### src/sv/grid_bfs_timed_closures_assert.svh
`ifndef GRID_BFS_TIMED_CLOSURES_ASSERT_SVH
`define GRID_BFS_TIMED_CLOSURES_ASSERT_SVH

// same-cycle implication and next-cycle implication, both gated by reset
`ifndef ASSERT_OFF
`define GBT_ASSERT_IMPLY(label, clk, rst_n, a, b) \
	label: assert property (@(posedge clk) disable iff (!(rst_n)) (a) |-> (b)) \
		else $error("assertion failed");
`define GBT_ASSERT_NEXT(label, clk, rst_n, a, b) \
	label: assert property (@(posedge clk) disable iff (!(rst_n)) (a) |=> (b)) \
		else $error("assertion failed");
`else
`define GBT_ASSERT_IMPLY(label, clk, rst_n, a, b)
`define GBT_ASSERT_NEXT(label, clk, rst_n, a, b)
`endif

`endif

### src/sv/gbt_pkg.sv
package gbt_pkg;

	localparam int GRID_DIM_DEF  = 64;
	localparam int HOUR_BITS_DEF = 16;

	localparam int COORD_W   = 6;
	localparam int HOUR_IN_W = 16;
	localparam int CFG_W     = 7;
	localparam int CFG_IDX_W = 2;
	localparam int STATUS_W  = 2;
	localparam int DIST_W    = 12;

	localparam logic [CFG_W-1:0] CFG_RESET = 7'd64;
	localparam logic [DIST_W-1:0] DIST_MAX = 12'd4095;

	localparam logic [CFG_IDX_W-1:0] REG_GRID_HEIGHT = 2'd0;
	localparam logic [CFG_IDX_W-1:0] REG_GRID_WIDTH  = 2'd1;

	localparam logic [STATUS_W-1:0] STAT_FOUND       = 2'd0;
	localparam logic [STATUS_W-1:0] STAT_OUT_OF_BNDS = 2'd1;
	localparam logic [STATUS_W-1:0] STAT_START_CLOSE = 2'd2;
	localparam logic [STATUS_W-1:0] STAT_UNREACHABLE = 2'd3;

	localparam logic CMD_SET   = 1'b0;
	localparam logic CMD_ROUTE = 1'b1;

	typedef struct packed {
		logic clear;
		logic seed;
		logic sweep;
		logic commit;
		logic up_ok;
		logic down_ok;
		logic row_ok;
	} cell_ctl_t;

endpackage

### src/sv/gbt_cell.sv
module gbt_cell import gbt_pkg::*; #(
	parameter int GRID_DIM  = GRID_DIM_DEF,
	parameter int HOUR_BITS = HOUR_BITS_DEF,
	localparam int RW = $clog2(GRID_DIM)
) (
	input  logic                 clk,
	input  logic                 arst_n,
	input  cell_ctl_t            ctl,
	input  logic                 seed_sel,
	input  logic [RW-1:0]        seed_row,
	input  logic                 col_ok,
	input  logic [HOUR_BITS-1:0] hour,
	input  logic [HOUR_BITS-1:0] step_hour,
	input  logic                 left_in,
	input  logic                 right_in,
	output logic                 front_out,
	output logic                 new_out
);

	localparam logic [HOUR_BITS-1:0] NEVER = '1;

	// column bits rotate so that bit 0 is always the row being swept
	logic [GRID_DIM-1:0] fq_q, vq_q, nq_q;
	logic [GRID_DIM-1:0] vq_upd, nq_upd;
	logic                nbr, open, nb;

	assign nbr  = left_in | right_in | (ctl.up_ok & fq_q[GRID_DIM-1]) | (ctl.down_ok & fq_q[1]);
	assign open = (hour == NEVER) || (hour > step_hour);
	assign nb   = nbr & open & col_ok & ctl.row_ok & ~vq_q[0];

	assign vq_upd = {vq_q[GRID_DIM-1:1], vq_q[0] | nb};
	assign nq_upd = {nq_q[GRID_DIM-1:1], nb};

	assign front_out = fq_q[0];
	assign new_out   = ctl.sweep & nb;

	always_ff @(posedge clk or negedge arst_n) begin
		if (!arst_n) begin
			fq_q <= '0;
			vq_q <= '0;
			nq_q <= '0;
		end else if (ctl.clear) begin
			fq_q <= (ctl.seed && seed_sel) ? (GRID_DIM'(1) << seed_row) : '0;
			vq_q <= (ctl.seed && seed_sel) ? (GRID_DIM'(1) << seed_row) : '0;
			nq_q <= '0;
		end else if (ctl.sweep) begin
			vq_q <= {vq_upd[0], vq_upd[GRID_DIM-1:1]};
			if (ctl.commit) begin
				fq_q <= {nq_upd[0], nq_upd[GRID_DIM-1:1]};
				nq_q <= '0;
			end else begin
				fq_q <= {fq_q[0], fq_q[GRID_DIM-1:1]};
				nq_q <= {nq_upd[0], nq_upd[GRID_DIM-1:1]};
			end
		end
	end

endmodule

### config.mk
export PLATFORM = sky130hd
export DESIGN_NAME = gbt_cell
export DESIGN_NICKNAME = d
export VERILOG_FILES = /design/src/sv/grid_bfs_timed_closures_assert.svh /design/src/sv/gbt_pkg.sv /design/src/sv/gbt_cell.sv
export SDC_FILE = /design/constraint.sdc
export NUM_CORES = 1
export LEC_CHECK = 0
export BUFFER_PORTS_ARGS = -buffer_cell sky130_fd_sc_hd__buf_2
export CAP_MARGIN = 25
export CORE_ASPECT_RATIO = 0.75
export CORE_MARGIN = 3
export CORE_UTILIZATION = 60
export CTS_CLUSTER_DIAMETER = 30
export DETAILED_ROUTE_END_ITERATION = 8
export PLACE_DENSITY = 0.88
export SYNTH_ARGS = -nofsm -noshare
export SYNTH_HDL_FRONTEND = slang
export SYNTH_SLANG_ARGS = --single-unit
### constraint.sdc
create_clock -name clk -period 3.4 [get_ports clk]
set_clock_uncertainty 0.2 [all_clocks]
set_input_delay 0.34 -clock clk [delete_from_list [all_inputs] [get_ports clk]]
set_output_delay 0.34 -clock clk [all_outputs]
set_load 0.005 [all_outputs]
==> impl_results.md <==
* Wire per inst at 19.4 um
* Ports at 53
* Pins over their slew limit at 0
* Syn Area/Cell at 10.0 um2
* Register area at 4780 um2
* Vias in the first global route at 7199
* Clock Sinks at 191
* Syn Inst Count at 915
* Clk_lat worst skew at 430 ps
* Clock root buffer: clkbuf_16
* DR vias/cell at 6.32
* Unique masters post-synth at 39
* Initial core utilization at 62.3%
* # setup viols final at 0
* Min-Delay Path Class: input port to flop
* Maximum VDD drop at 0.359 mV
* Routed WL at 22200 um
* RSZ-0062 raised after global routing: no
* Synth top area share at 52.1%
* Critical path capture point type: primary output
* CTS H-tree depth at 4
* Ys flop type: dfrtp_1
* Syn_nets at 982
* Detailed Place HPWL at 13900 um
* Rows at 38
* Top cells by area, synth: dfrtp_1, a21oi_1, mux2i_1
* CP Data Required Time at 2860 ps
* Setup crit start: hour[15]
* Setup crit start kind: input port
* Status: finished, final reports clean
* Delay-heaviest family, CP: simple AND/OR/NAND/NOR gates
* Maxcap violations at 0
* Mapped cell area at 9180 um2
* Setup TNS at 0 ps
* Synth async-reset ratio at 100%
* Fillers at 1055
* Top post-synthesis cells by count: dfrtp_1, a21oi_1, nor2_1
* Fin nets at 1000
* Max_slew headroom at 38.9%
* Power density over cell area at 473 nW/um2
* Reg-to-Reg End: fq_q[63]
* Critical path cell sequence: buf_2, ha_1, nand4_2, or4_4, a21oi_2, a211oi_1, nor4b_1, buf_2
* Area of the multi-input gates at 3840 um2
* Port Buffers at 52
* Number of synthesized flops with an enable pin at 0
* FF+latch count, synth at 191
* Max Root-Sink Buffers at 2
* N_diodes at 0
* Global-route wire length before repair at 37000 um
* Worst Path Buf+Inv at 2
* Global Route Usage Sum at 27.1%
* Lkg Pwr at 4.87 nW
* Leading area contributor after synthesis: dfrtp_1
* Final Hold Vio Count at 0
* DRC at 0
* Largest net degree at the start of global routing at 83
* Slowest Stage Delay on Critical Path at 580 ps
* Warnings, synthesis at 0
* Worst-margin pin slew at 917 ps
* CP max-delay cell: or4_4
* CP Depth at 8
* Top-count cell post-synth: dfrtp_1
* RD Place Congestion at 0.859
* Drt pass-1 iters at 6
* CP Max Fanout at 4
* R2R depth at 5
* DR vias at 7227
* Crit path time final at 2930 ps
* Setup crit end: new_out
* Initial antenna violation count at 0
* Post-route cell area at 10100 um2
* Total Power at 4.79 mW
* Setup bufs post-CTS at 0
* Top cell by count, worst path: buf_2
* Grt total ovfl at 0
* Die H at 113 um
* Clock-pin slew on the worst setup and hold paths at 70 ps
* CTS Buf Count at 17
* Post-route ant nets at 0
* Fmax at 341 MHz
* TritonCTS clock tree: yes
* Area after DPL at 9600 um2
* Worst Setup Path Type: input port to primary output
* Layout cells sized above 1 at 10.9%
* Total die area at 16800 um2
* Die width at 149 um
* Critical R2R Launch: fq_q[63]
* Arrival @ worst endpoint at 2390 ps
* Period utilization at 86.1%
* Area delta synth->final at 10.3%
* R2R Setup Slk at 1660 ps
* DR iter-0 viols at 820
* CORE AREA at 14700 um2
* Sequential area share after synthesis at 52.1%
[per-stage QoR]
step	utilization, %	hold slack, ps	setup slack, ps	std cells
floorplan	-	-156	960	915
global placement	65.1	230	591	1113
detailed placement	65.1	225	519	1113
CTS	68.7	130	516	1143
global route	68.7	140	375	1143
finish	68.7	143	471	1143
[per-layer routing]
| layer | share of wire (%) | track usage [%] | up-vias | wire (um) |
|---|---|---|---|---|
| met3 | 7.3 | 5.44 | 51 | 1620 |
| met1 | 43 | 39.5 | 3562 | 9630 |
| li1 | - | - | 3299 | - |
| met5 | 0 | 0 | - | 0 |
| met4 | 2.2 | 8.48 | 0 | 488 |
| met2 | 47 | 41.6 | 315 | 10500 |
[cell usage in the layout (no fill, tap or decap), types with 27 or more instances in the layout]
master / instances
inv_1: 81
buf_2: 48
nor2_1: 104
a22o_1: 63
a21oi_1: 169
a2bb2oi_1: 27
dfrtp_1: 191
o22a_1: 63
mux2i_1: 63
[cells by family after synthesis]
logic type                 after synthesis  synth area share [%]
buffers and inverters                  150                  6.26
adders and majority gates               16                  2.18
and+or+nand+nor                        159                  7.56
AOI/OAI and AO/OA                      336                  25.1
muxes                                   63                  6.87
DFF                                    191                  52.1
[worst register-to-register path, delay by kind of cell (launching register included)]
family	cells	cell delay, ps
and+or+nand+nor	1	490
AOI/OAI and AO/OA	4	540
DFF	1	440
[report_power, final]
part / total (mW) / switching (mW) / internal (mW)
sequential: 2.43 / 0.0464 / 2.38
combinational: 0.542 / 0.347 / 0.196
clock: 1.82 / 0.855 / 0.964
[worst min path at each step]
stage                    end  startpoint  depth (start not counted)  slack [ps]
floorplan            fq_q[0]      arst_n                          0        -160
global placement     nq_q[5]      arst_n                          1         230
detailed placement   nq_q[5]      arst_n                          1         220
CTS                 vq_q[63]      col_ok                          4         130
global route        vq_q[63]      col_ok                          4         140
finish              vq_q[63]      col_ok                          4         140
[flip-flops by register name (all words and copies together), names as in the netlist]
| register | flops |
|---|---|
| fq_q | 64 |
| nq_q | 63 |
| vq_q | 64 |
[what timing repair did]
item | 4_1_cts | 5_1_grt
endpoints found under the setup margin | 0 | 0
resized for setup | 0 | 0
hold buffers | 1 | 0
hold endpoints to repair | 79 | 0
[layout make-up]
class                           instances  area share, %
Tap cell                              200           2.47
Sequential cell                       191           47.2
Inverter                               81           3.00
Clock inverter                          9          0.618
Clock buffer                           20           4.51
Multi-Input combinational cell        574           37.9
Timing Repair Buffer                   68           4.31
No activity file was read; power rests on OpenSTA's default activity.
